==> src/hw/rtl/pfx_pkg.sv <==
// Shared types, constants and helpers of the postfix evaluator.
package pfx_pkg;

	localparam int STACK_DEPTH = 64;
	localparam int DATA_WIDTH  = 32;
	localparam int VALUE_W     = 32;
	localparam int SYM_W       = 8;
	localparam int DEPTH_W     = $clog2(STACK_DEPTH + 1);
	localparam int PTR_W       = $clog2(STACK_DEPTH);
	localparam int CNT_W       = $clog2(DATA_WIDTH);

	localparam logic [SYM_W-1:0] CH_PLUS  = 8'h2B;
	localparam logic [SYM_W-1:0] CH_MINUS = 8'h2D;
	localparam logic [SYM_W-1:0] CH_STAR  = 8'h2A;
	localparam logic [SYM_W-1:0] CH_SLASH = 8'h2F;
	localparam logic [SYM_W-1:0] CH_0     = 8'h30;
	localparam logic [SYM_W-1:0] CH_9     = 8'h39;

	typedef enum logic [1:0] {
		ST_OK,
		ST_SYNTAX,
		ST_DIVZERO,
		ST_OVERFLOW
	} status_t;

	typedef enum logic [3:0] {
		S_IDLE,
		S_OP_CHECK,
		S_RD_LHS,
		S_CAPL,
		S_DIV,
		S_DIV_FIX,
		S_WB,
		S_END_RD,
		S_END_CAP
	} state_t;

	function automatic logic [DATA_WIDTH-1:0] magnitude(input logic [DATA_WIDTH-1:0] v);
		return v[DATA_WIDTH-1] ? (~v + 1'b1) : v;
	endfunction

endpackage

==> src/hw/rtl/pfx_sym_if.sv <==
// Request channel carrying one expression character.
interface pfx_sym_if;
	logic                        valid;
	logic                        ready;
	logic [pfx_pkg::SYM_W-1:0]   symbol;
	logic                        expression_end;

	modport source (output valid, output symbol, output expression_end, input ready);
	modport sink   (input valid, input symbol, input expression_end, output ready);
endinterface

==> src/hw/rtl/pfx_res_if.sv <==
// Request channel carrying one evaluation result.
interface pfx_res_if;
	logic                               valid;
	logic                               ready;
	logic signed [pfx_pkg::VALUE_W-1:0] value;
	logic [1:0]                         status;

	modport source (output valid, output value, output status, input ready);
	modport sink   (input valid, input value, input status, output ready);
endinterface

==> src/hw/rtl/pfx_ram.sv <==
// Generic single-write, single-read RAM with registered read data.
module pfx_ram #(
	parameter int WIDTH = 32,
	parameter int DEPTH = 64
) (
	input  logic                     clk,
	input  logic                     we,
	input  logic [$clog2(DEPTH)-1:0] waddr,
	input  logic [WIDTH-1:0]         wdata,
	input  logic [$clog2(DEPTH)-1:0] raddr,
	output logic [WIDTH-1:0]         rdata
);

	logic [WIDTH-1:0] mem_q [DEPTH];

	always_ff @(posedge clk) begin
		if (we) begin
			mem_q[waddr] <= wdata;
		end
		rdata <= mem_q[raddr];
	end

endmodule

==> src/hw/rtl/postfix_expression_evaluator_top.sv <==
// Postfix expression evaluator top: characters in, one value and status per expression out.
// Digits and ignored characters are taken in S_IDLE; + - * go through S_OP_CHECK, S_RD_LHS, S_CAPL and S_WB
// (stack RAM reads are registered); / adds S_DIV and S_DIV_FIX of the radix-2 restoring divider.
// End request: S_END_RD, then S_END_CAP, which registers the result once the output is free, then S_IDLE.
// arst_n (async, active low) clears depth, number, error and result valid; stack RAM is not cleared.
module postfix_expression_evaluator_top (
	input  logic       clk,
	input  logic       arst_n,
	pfx_sym_if.sink    expr,
	pfx_res_if.source  result
);

	localparam int DW = pfx_pkg::DATA_WIDTH;

	pfx_pkg::state_t  state_q, state_d;
	pfx_pkg::status_t err_q;

	logic [pfx_pkg::DEPTH_W-1:0] depth_q;
	logic [DW-1:0]               acc_q;
	logic                        in_number_q;
	logic [pfx_pkg::SYM_W-1:0]   op_q;
	logic [DW-1:0]               rhs_q;
	logic [DW-1:0]               res_q;
	logic [DW-1:0]               quo_q;
	logic [DW-1:0]               rem_q;
	logic [DW-1:0]               div_q;
	logic                        neg_q;
	logic [pfx_pkg::CNT_W-1:0]   cnt_q;
	logic                        out_valid_q;
	logic [pfx_pkg::VALUE_W-1:0] out_value_q;
	pfx_pkg::status_t            out_status_q;

	logic                        ram_we;
	logic [pfx_pkg::PTR_W-1:0]   ram_waddr;
	logic [DW-1:0]               ram_wdata;
	logic [pfx_pkg::PTR_W-1:0]   ram_raddr;
	logic [DW-1:0]               ram_rdata;

	logic                        accept;
	logic                        is_digit;
	logic                        is_op;
	logic                        push_req;
	logic                        full;
	logic                        push_ok;
	logic                        push_ovf;
	logic                        out_free;
	logic [pfx_pkg::DEPTH_W-1:0] depth_m1;
	logic [pfx_pkg::DEPTH_W-1:0] depth_m2;
	logic [DW-1:0]               acc_next;
	logic [DW-1:0]               prod;
	logic [DW:0]                 div_sh;
	logic [DW:0]                 div_diff;

	pfx_ram #(
		.WIDTH(DW),
		.DEPTH(pfx_pkg::STACK_DEPTH)
	) u_stack (
		.clk   (clk),
		.we    (ram_we),
		.waddr (ram_waddr),
		.wdata (ram_wdata),
		.raddr (ram_raddr),
		.rdata (ram_rdata)
	);

	assign accept   = expr.valid && expr.ready;
	assign is_digit = expr.symbol inside {[pfx_pkg::CH_0:pfx_pkg::CH_9]};
	assign is_op    = expr.symbol inside {pfx_pkg::CH_PLUS, pfx_pkg::CH_MINUS,
		pfx_pkg::CH_STAR, pfx_pkg::CH_SLASH};
	assign push_req = accept && (err_q == pfx_pkg::ST_OK) && in_number_q &&
		(expr.expression_end || !is_digit);
	assign full     = depth_q == pfx_pkg::DEPTH_W'(pfx_pkg::STACK_DEPTH);
	assign push_ok  = push_req && !full;
	assign push_ovf = push_req && full;
	assign out_free = !out_valid_q || result.ready;
	assign depth_m1 = depth_q - pfx_pkg::DEPTH_W'(1);
	assign depth_m2 = depth_q - pfx_pkg::DEPTH_W'(2);
	assign acc_next = (acc_q << 3) + (acc_q << 1) + DW'(expr.symbol - pfx_pkg::CH_0);
	assign prod     = ram_rdata * rhs_q;
	assign div_sh   = {rem_q, quo_q[DW-1]};
	assign div_diff = div_sh - {1'b0, div_q};

	// next state
	always_comb begin
		state_d = state_q;
		case (state_q)
			pfx_pkg::S_IDLE: begin
				if (accept) begin
					if (expr.expression_end) begin
						state_d = pfx_pkg::S_END_RD;
					end else if (err_q == pfx_pkg::ST_OK && is_op && !push_ovf) begin
						state_d = pfx_pkg::S_OP_CHECK;
					end
				end
			end
			pfx_pkg::S_OP_CHECK: begin
				state_d = (depth_q < pfx_pkg::DEPTH_W'(2)) ? pfx_pkg::S_IDLE : pfx_pkg::S_RD_LHS;
			end
			pfx_pkg::S_RD_LHS: begin
				if (op_q == pfx_pkg::CH_SLASH && ram_rdata == '0) begin
					state_d = pfx_pkg::S_IDLE;
				end else begin
					state_d = pfx_pkg::S_CAPL;
				end
			end
			pfx_pkg::S_CAPL: begin
				state_d = (op_q == pfx_pkg::CH_SLASH) ? pfx_pkg::S_DIV : pfx_pkg::S_WB;
			end
			pfx_pkg::S_DIV: begin
				if (cnt_q == pfx_pkg::CNT_W'(DW - 1)) begin
					state_d = pfx_pkg::S_DIV_FIX;
				end
			end
			pfx_pkg::S_DIV_FIX: state_d = pfx_pkg::S_WB;
			pfx_pkg::S_WB:      state_d = pfx_pkg::S_IDLE;
			pfx_pkg::S_END_RD:  state_d = pfx_pkg::S_END_CAP;
			pfx_pkg::S_END_CAP: begin
				if (out_free) begin
					state_d = pfx_pkg::S_IDLE;
				end
			end
			default: state_d = pfx_pkg::S_IDLE;
		endcase
	end

	// stack port control and handshake outputs
	always_comb begin
		ram_we    = 1'b0;
		ram_waddr = depth_q[pfx_pkg::PTR_W-1:0];
		ram_wdata = acc_q;
		ram_raddr = '0;
		case (state_q)
			pfx_pkg::S_IDLE:     ram_we = push_ok;
			pfx_pkg::S_OP_CHECK: ram_raddr = depth_m1[pfx_pkg::PTR_W-1:0];
			pfx_pkg::S_RD_LHS:   ram_raddr = depth_m2[pfx_pkg::PTR_W-1:0];
			pfx_pkg::S_WB: begin
				ram_we    = 1'b1;
				ram_waddr = depth_m2[pfx_pkg::PTR_W-1:0];
				ram_wdata = res_q;
			end
			default: ram_raddr = '0;
		endcase
	end

	assign expr.ready    = state_q == pfx_pkg::S_IDLE;
	assign result.valid  = out_valid_q;
	assign result.value  = out_value_q;
	assign result.status = out_status_q;

	always_ff @(posedge clk or negedge arst_n) begin
		if (!arst_n) begin
			state_q     <= pfx_pkg::S_IDLE;
			err_q       <= pfx_pkg::ST_OK;
			depth_q     <= '0;
			acc_q       <= '0;
			in_number_q <= 1'b0;
			cnt_q       <= '0;
			out_valid_q <= 1'b0;
		end else begin
			state_q <= state_d;
			if (state_q == pfx_pkg::S_END_CAP && out_free) begin
				out_valid_q <= 1'b1;
			end else if (result.ready) begin
				out_valid_q <= 1'b0;
			end
			case (state_q)
				pfx_pkg::S_IDLE: begin
					if (accept && err_q == pfx_pkg::ST_OK) begin
						if (!expr.expression_end && is_digit) begin
							acc_q       <= acc_next;
							in_number_q <= 1'b1;
						end else if (in_number_q) begin
							acc_q       <= '0;
							in_number_q <= 1'b0;
							if (push_ovf) begin
								err_q <= pfx_pkg::ST_OVERFLOW;
							end else begin
								depth_q <= depth_q + pfx_pkg::DEPTH_W'(1);
							end
						end
					end
				end
				pfx_pkg::S_OP_CHECK: begin
					if (depth_q < pfx_pkg::DEPTH_W'(2)) begin
						err_q <= pfx_pkg::ST_SYNTAX;
					end
				end
				pfx_pkg::S_RD_LHS: begin
					if (op_q == pfx_pkg::CH_SLASH && ram_rdata == '0) begin
						err_q <= pfx_pkg::ST_DIVZERO;
					end
				end
				pfx_pkg::S_CAPL: cnt_q <= '0;
				pfx_pkg::S_DIV:  cnt_q <= cnt_q + pfx_pkg::CNT_W'(1);
				pfx_pkg::S_WB:   depth_q <= depth_m1;
				pfx_pkg::S_END_RD: begin
					if (err_q == pfx_pkg::ST_OK && depth_q != pfx_pkg::DEPTH_W'(1)) begin
						err_q <= pfx_pkg::ST_SYNTAX;
					end
				end
				pfx_pkg::S_END_CAP: begin
					if (out_free) begin
						err_q       <= pfx_pkg::ST_OK;
						depth_q     <= '0;
						acc_q       <= '0;
						in_number_q <= 1'b0;
					end
				end
				default: ;
			endcase
		end
	end

	// operand, divider and result payload
	always_ff @(posedge clk) begin
		case (state_q)
			pfx_pkg::S_IDLE: op_q <= expr.symbol;
			pfx_pkg::S_RD_LHS: rhs_q <= ram_rdata;
			pfx_pkg::S_CAPL: begin
				case (op_q)
					pfx_pkg::CH_PLUS:  res_q <= ram_rdata + rhs_q;
					pfx_pkg::CH_MINUS: res_q <= ram_rdata - rhs_q;
					pfx_pkg::CH_STAR:  res_q <= prod;
					default: begin
						neg_q <= ram_rdata[DW-1] ^ rhs_q[DW-1];
						quo_q <= pfx_pkg::magnitude(ram_rdata);
						div_q <= pfx_pkg::magnitude(rhs_q);
						rem_q <= '0;
					end
				endcase
			end
			pfx_pkg::S_DIV: begin
				if (!div_diff[DW]) begin
					rem_q <= div_diff[DW-1:0];
					quo_q <= {quo_q[DW-2:0], 1'b1};
				end else begin
					rem_q <= div_sh[DW-1:0];
					quo_q <= {quo_q[DW-2:0], 1'b0};
				end
			end
			pfx_pkg::S_DIV_FIX: res_q <= neg_q ? (~quo_q + 1'b1) : quo_q;
			pfx_pkg::S_END_CAP: begin
				if (out_free) begin
					out_value_q  <= (err_q == pfx_pkg::ST_OK) ? ram_rdata[pfx_pkg::VALUE_W-1:0] : '0;
					out_status_q <= err_q;
				end
			end
			default: ;
		endcase
	end

endmodule

==> src/flat_wrapper.sv <==
// flat-port wrapper written by rule: the top's interface ports become plain ports
module postfix_expression_evaluator_top_flat 
  (clk, arst_n, expr_valid, expr_symbol, expr_expression_end, expr_ready, result_valid, result_value, result_status, result_ready);
  pfx_sym_if expr_i ();
  pfx_res_if result_i ();
  input  logic clk;
  input  logic arst_n;
  input wire logic [$bits(expr_i.valid)-1:0] expr_valid;
  input wire logic [$bits(expr_i.symbol)-1:0] expr_symbol;
  input wire logic [$bits(expr_i.expression_end)-1:0] expr_expression_end;
  output wire logic [$bits(expr_i.ready)-1:0] expr_ready;
  output wire logic [$bits(result_i.valid)-1:0] result_valid;
  output wire logic [$bits(result_i.value)-1:0] result_value;
  output wire logic [$bits(result_i.status)-1:0] result_status;
  input wire logic [$bits(result_i.ready)-1:0] result_ready;
  assign expr_i.valid = expr_valid;
  assign expr_i.symbol = expr_symbol;
  assign expr_i.expression_end = expr_expression_end;
  assign expr_ready = expr_i.ready;
  assign result_valid = result_i.valid;
  assign result_value = result_i.value;
  assign result_status = result_i.status;
  assign result_i.ready = result_ready;
  postfix_expression_evaluator_top u_core (.clk(clk), .arst_n(arst_n), .expr(expr_i), .result(result_i));
endmodule
==> config.mk <==
export PLATFORM = sky130hd
export DESIGN_NAME = postfix_expression_evaluator_top_flat
export DESIGN_NICKNAME = d
export VERILOG_FILES = /design/src/hw/rtl/pfx_pkg.sv /design/src/hw/rtl/pfx_sym_if.sv /design/src/hw/rtl/pfx_res_if.sv /design/src/hw/rtl/pfx_ram.sv /design/src/hw/rtl/postfix_expression_evaluator_top.sv /design/src/flat_wrapper.sv
export SDC_FILE = /design/constraint.sdc
export NUM_CORES = 2
export LEC_CHECK = 0
export BUFFER_PORTS_ARGS = -buffer_cell sky130_fd_sc_hd__clkbuf_2
export CAP_MARGIN = 40
export CORE_ASPECT_RATIO = 1.25
export CORE_MARGIN = 4
export CORE_UTILIZATION = 50
export DETAILED_ROUTE_END_ITERATION = 10
export PLACE_DENSITY = 0.65
export SYNTH_ARGS = -nofsm -noshare
export SYNTH_HDL_FRONTEND = slang
export SYNTH_HIERARCHICAL = 1
export SYNTH_SLANG_ARGS = --single-unit
==> constraint.sdc <==
create_clock -name clk -period 18.3 [get_ports clk]
set_clock_uncertainty 0.1 [all_clocks]
set_input_delay 0.915 -clock clk [delete_from_list [all_inputs] [get_ports clk]]
set_output_delay 0.915 -clock clk [all_outputs]
set_load 0.02 [all_outputs]
# [Word-level counts from Yosys, hierarchy flattened]
# Memories as Yosys holds them, arrays and structs flattened. A register that Yosys moved wholly into a read port is not among the register bits.
# Cells that the tools add are included.
[totals] mem_bits_rw=2048 ff_bits=255 mem_count=1
[op_classes] muxes=53 n_bitwise=5 addsub=13 multipliers=1 eq_ne=34 n_reduce_logical=40 order_cmp=3
[mem_list] name="u_core.u_stack.mem_q" words=64 width=32 rd=1 rd_ports_with_merged_regs=1 write_ports=1 line="pfx_ram.sv:14" rtl="logic [WIDTH-1:0] mem_q [DEPTH];"
[op_table] cell="$mux W32" n=10
[op_table] cell="$pmux W32 S2" n=4
[op_table] cell="$add A32 B1 Y32 const B" n=3
[op_table] cell="$add A32 B32 Y32" n=3
[op_table] cell="$not A32 Y32" n=3
[op_table] cell="$pmux W32 S3" n=1
[op_table] cell="$eq A8 B6 Y1 const B" n=8
[op_table] cell="$mux W7" n=5
[op_table] cell="$sub A33 B32 Y33" n=1
[op_table] cell="$logic_not A32 Y1" n=1
[op_table] cell="$mul A32 B32 Y32" n=1
[op_table] cell="$pmux W4 S8" n=1
[op_table] cell="$sub A32 B32 Y32" n=1
[op_table] cell="$mux W31" n=1
[op_table] cell="$mux W2" n=11
[op_table] cell="$pmux W7 S3" n=1
[op_table] cell="$mux W4" n=5
[op_table] cell="$eq A4 B3 Y1 const B" n=4
[op_table] cell="$ne A2 B2 Y1 const B" n=7
[op_table] cell="$logic_and A1 B1 Y1" n=13
[op_table] cell="$pmux W6 S2" n=1
[op_table] cell="$ne A2 B1 Y1 const B" n=5
[op_table] cell="$pmux W2 S5" n=1
[op_table] cell="$pmux W5 S2" n=1
[op_table] cell="other kinds (35)" n=57

# [Logic depth before layout (Yosys ltp)]
[logic_depth] ltp_word=12 ltp_mapped=28 mapped_depth_nobuf=26

# [Modules after synthesis]
# Netlist, hierarchy kept.
[by_module_without_submodules] module="pfx_ram" seq_area_each_um2=62139.6 cells_each=3324 n_inst=1 area_each_um2=78512.8
[by_module_without_submodules] module="postfix_expression_evaluator_top" seq_area_each_um2=7397.1 cells_each=3761 n_inst=1 area_each_um2=34264.1

# [Worst setup path after synthesis]
# No wires, ideal clock.
[synth_timing] kind="register to register" startpoint="register u_core.rhs_q[7]" endpoint="register u_core.res_q[31], data pin" period_less_slack_ns=7.149 path_stages_with_launch=25 arrival_ns=6.770 t_required_ns=17.921 setup_time_ns=0.279 n_path_buf=2 setup_slack_ns=11.151 path_cell_list="edfxtp_1 clkbuf_1 clkbuf_1 and2_1 fa_1 fa_1 fa_1 inv_1 fa_1 inv_1 fa_1 inv_1 fa_1 inv_1 fa_1 fa_1 ha_1 a21o_1 a21oi_1 o21ai_0 o31ai_1 o21ai_0 a41oi_1 xnor2_1 a221oi_1"
[synth_between] elab_chain_cells=3
[synth_rtl] item="start, declared" line="postfix_expression_evaluator_top.sv:22" rtl="logic [DW-1:0] rhs_q;"
[synth_rtl] item="start signal, assigned" line="postfix_expression_evaluator_top.sv:218" rtl="pfx_pkg::S_RD_LHS: rhs_q <= ram_rdata;"
[synth_rtl] item="$mul A32 B32 Y32, or another cell as far along" line="postfix_expression_evaluator_top.sv:79" rtl="assign prod = ram_rdata * rhs_q;"
[synth_rtl] item="$pmux W32 S3 (*)" line="postfix_expression_evaluator_top.sv:220" rtl="case (op_q)"
[synth_rtl] item="$pmux W32 S2 (*)" line="postfix_expression_evaluator_top.sv:216" rtl="case (state_q)"
[synth_rtl] item="end signal, assigned" line="postfix_expression_evaluator_top.sv:221" rtl="pfx_pkg::CH_PLUS: res_q <= ram_rdata + rhs_q;"
[synth_rtl] item="end signal, assigned" line="postfix_expression_evaluator_top.sv:222" rtl="pfx_pkg::CH_MINUS: res_q <= ram_rdata - rhs_q;"
[synth_rtl] item="end signal, assigned" line="postfix_expression_evaluator_top.sv:223" rtl="pfx_pkg::CH_STAR: res_q <= prod;"
[synth_rtl] item="end, declared" line="postfix_expression_evaluator_top.sv:23" rtl="logic [DW-1:0] res_q;"
# Every way passes the cells marked *; elsewhere a longest branch is shown, timed or not.
# A chain may end at the register's enable or synchronous reset.

# [Worst setup path after layout]
[layout_timing] startpoint="register u_core.rhs_q[3]" endpoint="register u_core.res_q[31], data pin"
# The elaborated chain is that of the path after synthesis.

==> summary.txt <==
share of layout cells above drive strength 1: 17.7%
Initial Utilization: 50.3%
crit-path max cell delay: 0.58 ns
Ys Warns: 6
Tot GR Track Use: 26.3%
CP cell instances: buf_4, and2_1, fa_1, inv_1, fa_1, fa_1, fa_1, inv_1, fa_1, inv_1, fa_1, inv_1, fa_1, fa_1, ha_1, a21o_1, a21oi_1, o21ai_0, o31ai_1, o21ai_0, a41oi_1, xnor2_1, a221oi_1
CP top delay family: adder cells
final worst path period share: 42.0%
CP endpoint kind: flop
Max Cap Viol: 0
Period minus WS final: 7.69 ns
number of flops mapped to enable cells by yosys: 2251
critical path peak fanout: 19
Bufs and invs on worst path: 5
RSZ-0062 raised after global routing: no
Critical Path Start Type: flop
H-tree Lvls: 4
Max Root-Sink Buffers: 3
# nets final: 7896
number of global-route vias before repair: 66200
Seq/Total Area, Yosys: 61.7%
io pins: 49
antenna violations before repair: 10
drt first-iter violations: 6818
TritonCTS clock tree: built
drt pass-1 iters: 8
Die Y: 539 µm
Post-Route WL: 304000 µm
hpwl dp: 188000 µm
Total Negative Setup Slacks: 0 ns
gpl congestion: 0.946
synthesized area per cell: 15.9 µm²
first-pass GRT wire length: 447000 µm
Cell variety after synth: 83
status: complete, no violations
Worst-Margin Slew: 0.952 ns
Final Hold Fails: 0
clock tree sinks: 2335
Worst Setup Path Type: reg -> reg
Die X: 433 µm
FF+latch count, synth: 2335
Clk Latency, worst-skew pair: 0.88 ns
Req. time, crit path: 18.78 ns
# port buffers: 48
ys async rst share: 2.23%
Syn-to-layout area delta: 10.8%
FF-to-FF path depth: 23
relative slew slack: 36.5%
Vias/cell: 6.14
mapped cell area: 113000 µm²
global route total overflow: 0
cell count after synthesis: 7085
CTS clock-pin slew for the worst setup and hold paths: 0.07 ns
Final Max Tran Viols: 0
Root Driver: clkbuf_16
crit path DAT: 8.17 ns
Post-CTS Setup Inserts: 0
Core Box Area: 224000 µm²
Hold Crit Class: in -> async
WL/cell: 29.4 µm
Crit path depth: 23
CP most frequent cell: fa_1
Rows: 194
Crit-path slowest cell: edfxtp_1
die area: 233000 µm²
CTS buffer count: 221
# resized after CTS: 0
largest net degree at the start of global routing: 119
DRT antenna net count: 0
drc violations: 0
Syn Nets: 7769
Hold Buf Count CTS: 0
prevailing post-synth register cell: edfxtp_1
detailed-route via count: 63500
fmax: 130 MHz
setup violators final: 0
kinds of logic (layout without fill, tap and decap cells):
group / after synthesis / count (layout) / share of synthesized area, %
fa+ha+maj: 671 / 671 / 10.4
simple gates: 1498 / 1498 / 6.44
mux: 653 / 653 / 11.8
other cells: 0 / 4 / 0
compound gates: 784 / 784 / 4.41
buf+inv: 853 / 1169 / 3.03
xor+xnor: 291 / 291 / 2.26
flops: 2335 / 2335 / 61.7
per-layer routing:
metal	global-route usage [%]	up-vias	wire (µm)
met5	0	-	13
met1	33.1	33500	111000
li1	-	26700	-
met3	3.87	671	21100
met4	12.9	2	17900
met2	44.9	2627	154000
area by class of cell:
cell class                      instances  area [µm²]
Clock inverter                        142        1290
Tap cell                             2940        3680
Clock buffer                          270        5770
Multi-Input combinational cell       3897       40600
Antenna cell                            4        10.0
Sequential cell                      2335       69500
Timing Repair Buffer                  287        2270
Fill cell                           17400       99100
Inverter                              470        1760
cells in the final DEF, fill, tap and decap left out, types with 39 or more instances in the layout:
master | synthesis | final
mux2i_1 | 106 | 106
fa_1 | 439 | 439
nand2_1 | 547 | 519
clkbuf_1 | 272 | 46
a21o_1 | 45 | 45
dfrtp_1 | 52 | 52
edfxtp_1 | 2251 | 2251
xnor2_1 | 160 | 160
o22ai_1 | 93 | 91
clkbuf_2 | 0 | 48
a21oi_1 | 211 | 210
clkinv_2 | 0 | 52
nor2_1 | 307 | 239
inv_1 | 469 | 469
o21ai_0 | 163 | 155
clkbuf_16 | 0 | 223
nor2b_1 | 39 | 39
and2_1 | 345 | 345
nand3_1 | 40 | 40
nor3_1 | 47 | 43
clkinv_1 | 1 | 43
xor2_1 | 131 | 131
buf_4 | 24 | 209
mux4_2 | 544 | 544
ha_1 | 232 | 232
nor2_4 | 0 | 67
state kept, by name, indices dropped and copies added (netlist names), 2 cells and up:
signal / flops
u_core/quo_q: 32
u_core/cnt_q: 5
u_core/rhs_q: 32
u_core/div_q: 32
u_core/rem_q: 32
u_core/result.status: 2
u_core/res_q: 32
u_core/result.value: 32
u_core/state_q: 4
u_core/acc_q: 32
u_core/depth_q: 7
u_core/err_q: 2
u_core/u_stack/mem_q: 2048
u_core/u_stack/rdata: 32
u_core/op_q: 8
synth_stat cells (60+ instances only):
cell	instances	area, µm²
edfxtp_1	2251	67600
xor2_1	131	1150
clkbuf_1	272	1020
ha_1	232	2900
nor2_1	307	1150
o21ai_0	163	816
inv_1	469	1760
buf_2	60	300
nand2_1	547	2050
a21oi_1	211	1060
and2_1	345	2160
fa_1	439	8790
mux4_2	544	12300
xnor2_1	160	1400
o22ai_1	93	582
mux2i_1	106	1060
worst paths after layout:
path                            slack (ns)                         from                           end
max in group asynchronous            17.42                       arst_n   u_core/acc_q[0]$_DFFE_PN0P_
worst max-delay path                 10.61    u_core/rhs_q[3]$_DFFE_PP_    u_core/res_q[31]$_DFFE_PP_
worst min-delay path                  0.14                       arst_n  u_core/acc_q[30]$_DFFE_PN0P_
worst min register to register        0.40  u_core/acc_q[4]$_DFFE_PN0P_   u_core/acc_q[4]$_DFFE_PN0P_
worst max register to register       10.61    u_core/rhs_q[3]$_DFFE_PP_    u_core/res_q[31]$_DFFE_PP_
min in group clk                      0.19               expr_symbol[0]      u_core/op_q[0]$_DFFE_PP_
stage by stage:
stage / instance area, µm² / std cells / utilization [%] / hold WS (ns) / setup WS [ns]
6_report: 125000 / 10300 / 55.8 / 0.140 / 10.61
3_3_place_gp: 118000 / 9903 / 52.4 / 0.372 / 10.52
3_5_place_dp: 118000 / 9927 / 52.6 / 0.393 / 10.66
5_1_grt: 125000 / 10300 / 55.8 / 0.144 / 10.25
4_1_cts: 125000 / 10300 / 55.7 / 0.0968 / 10.62
2_1_floorplan: 113000 / 7085 / - / 0.306 / 11.15
Power is left out: the tool's default activity adds up to more than one toggle a clock period on the data nets, which glitch-free logic cannot reach.
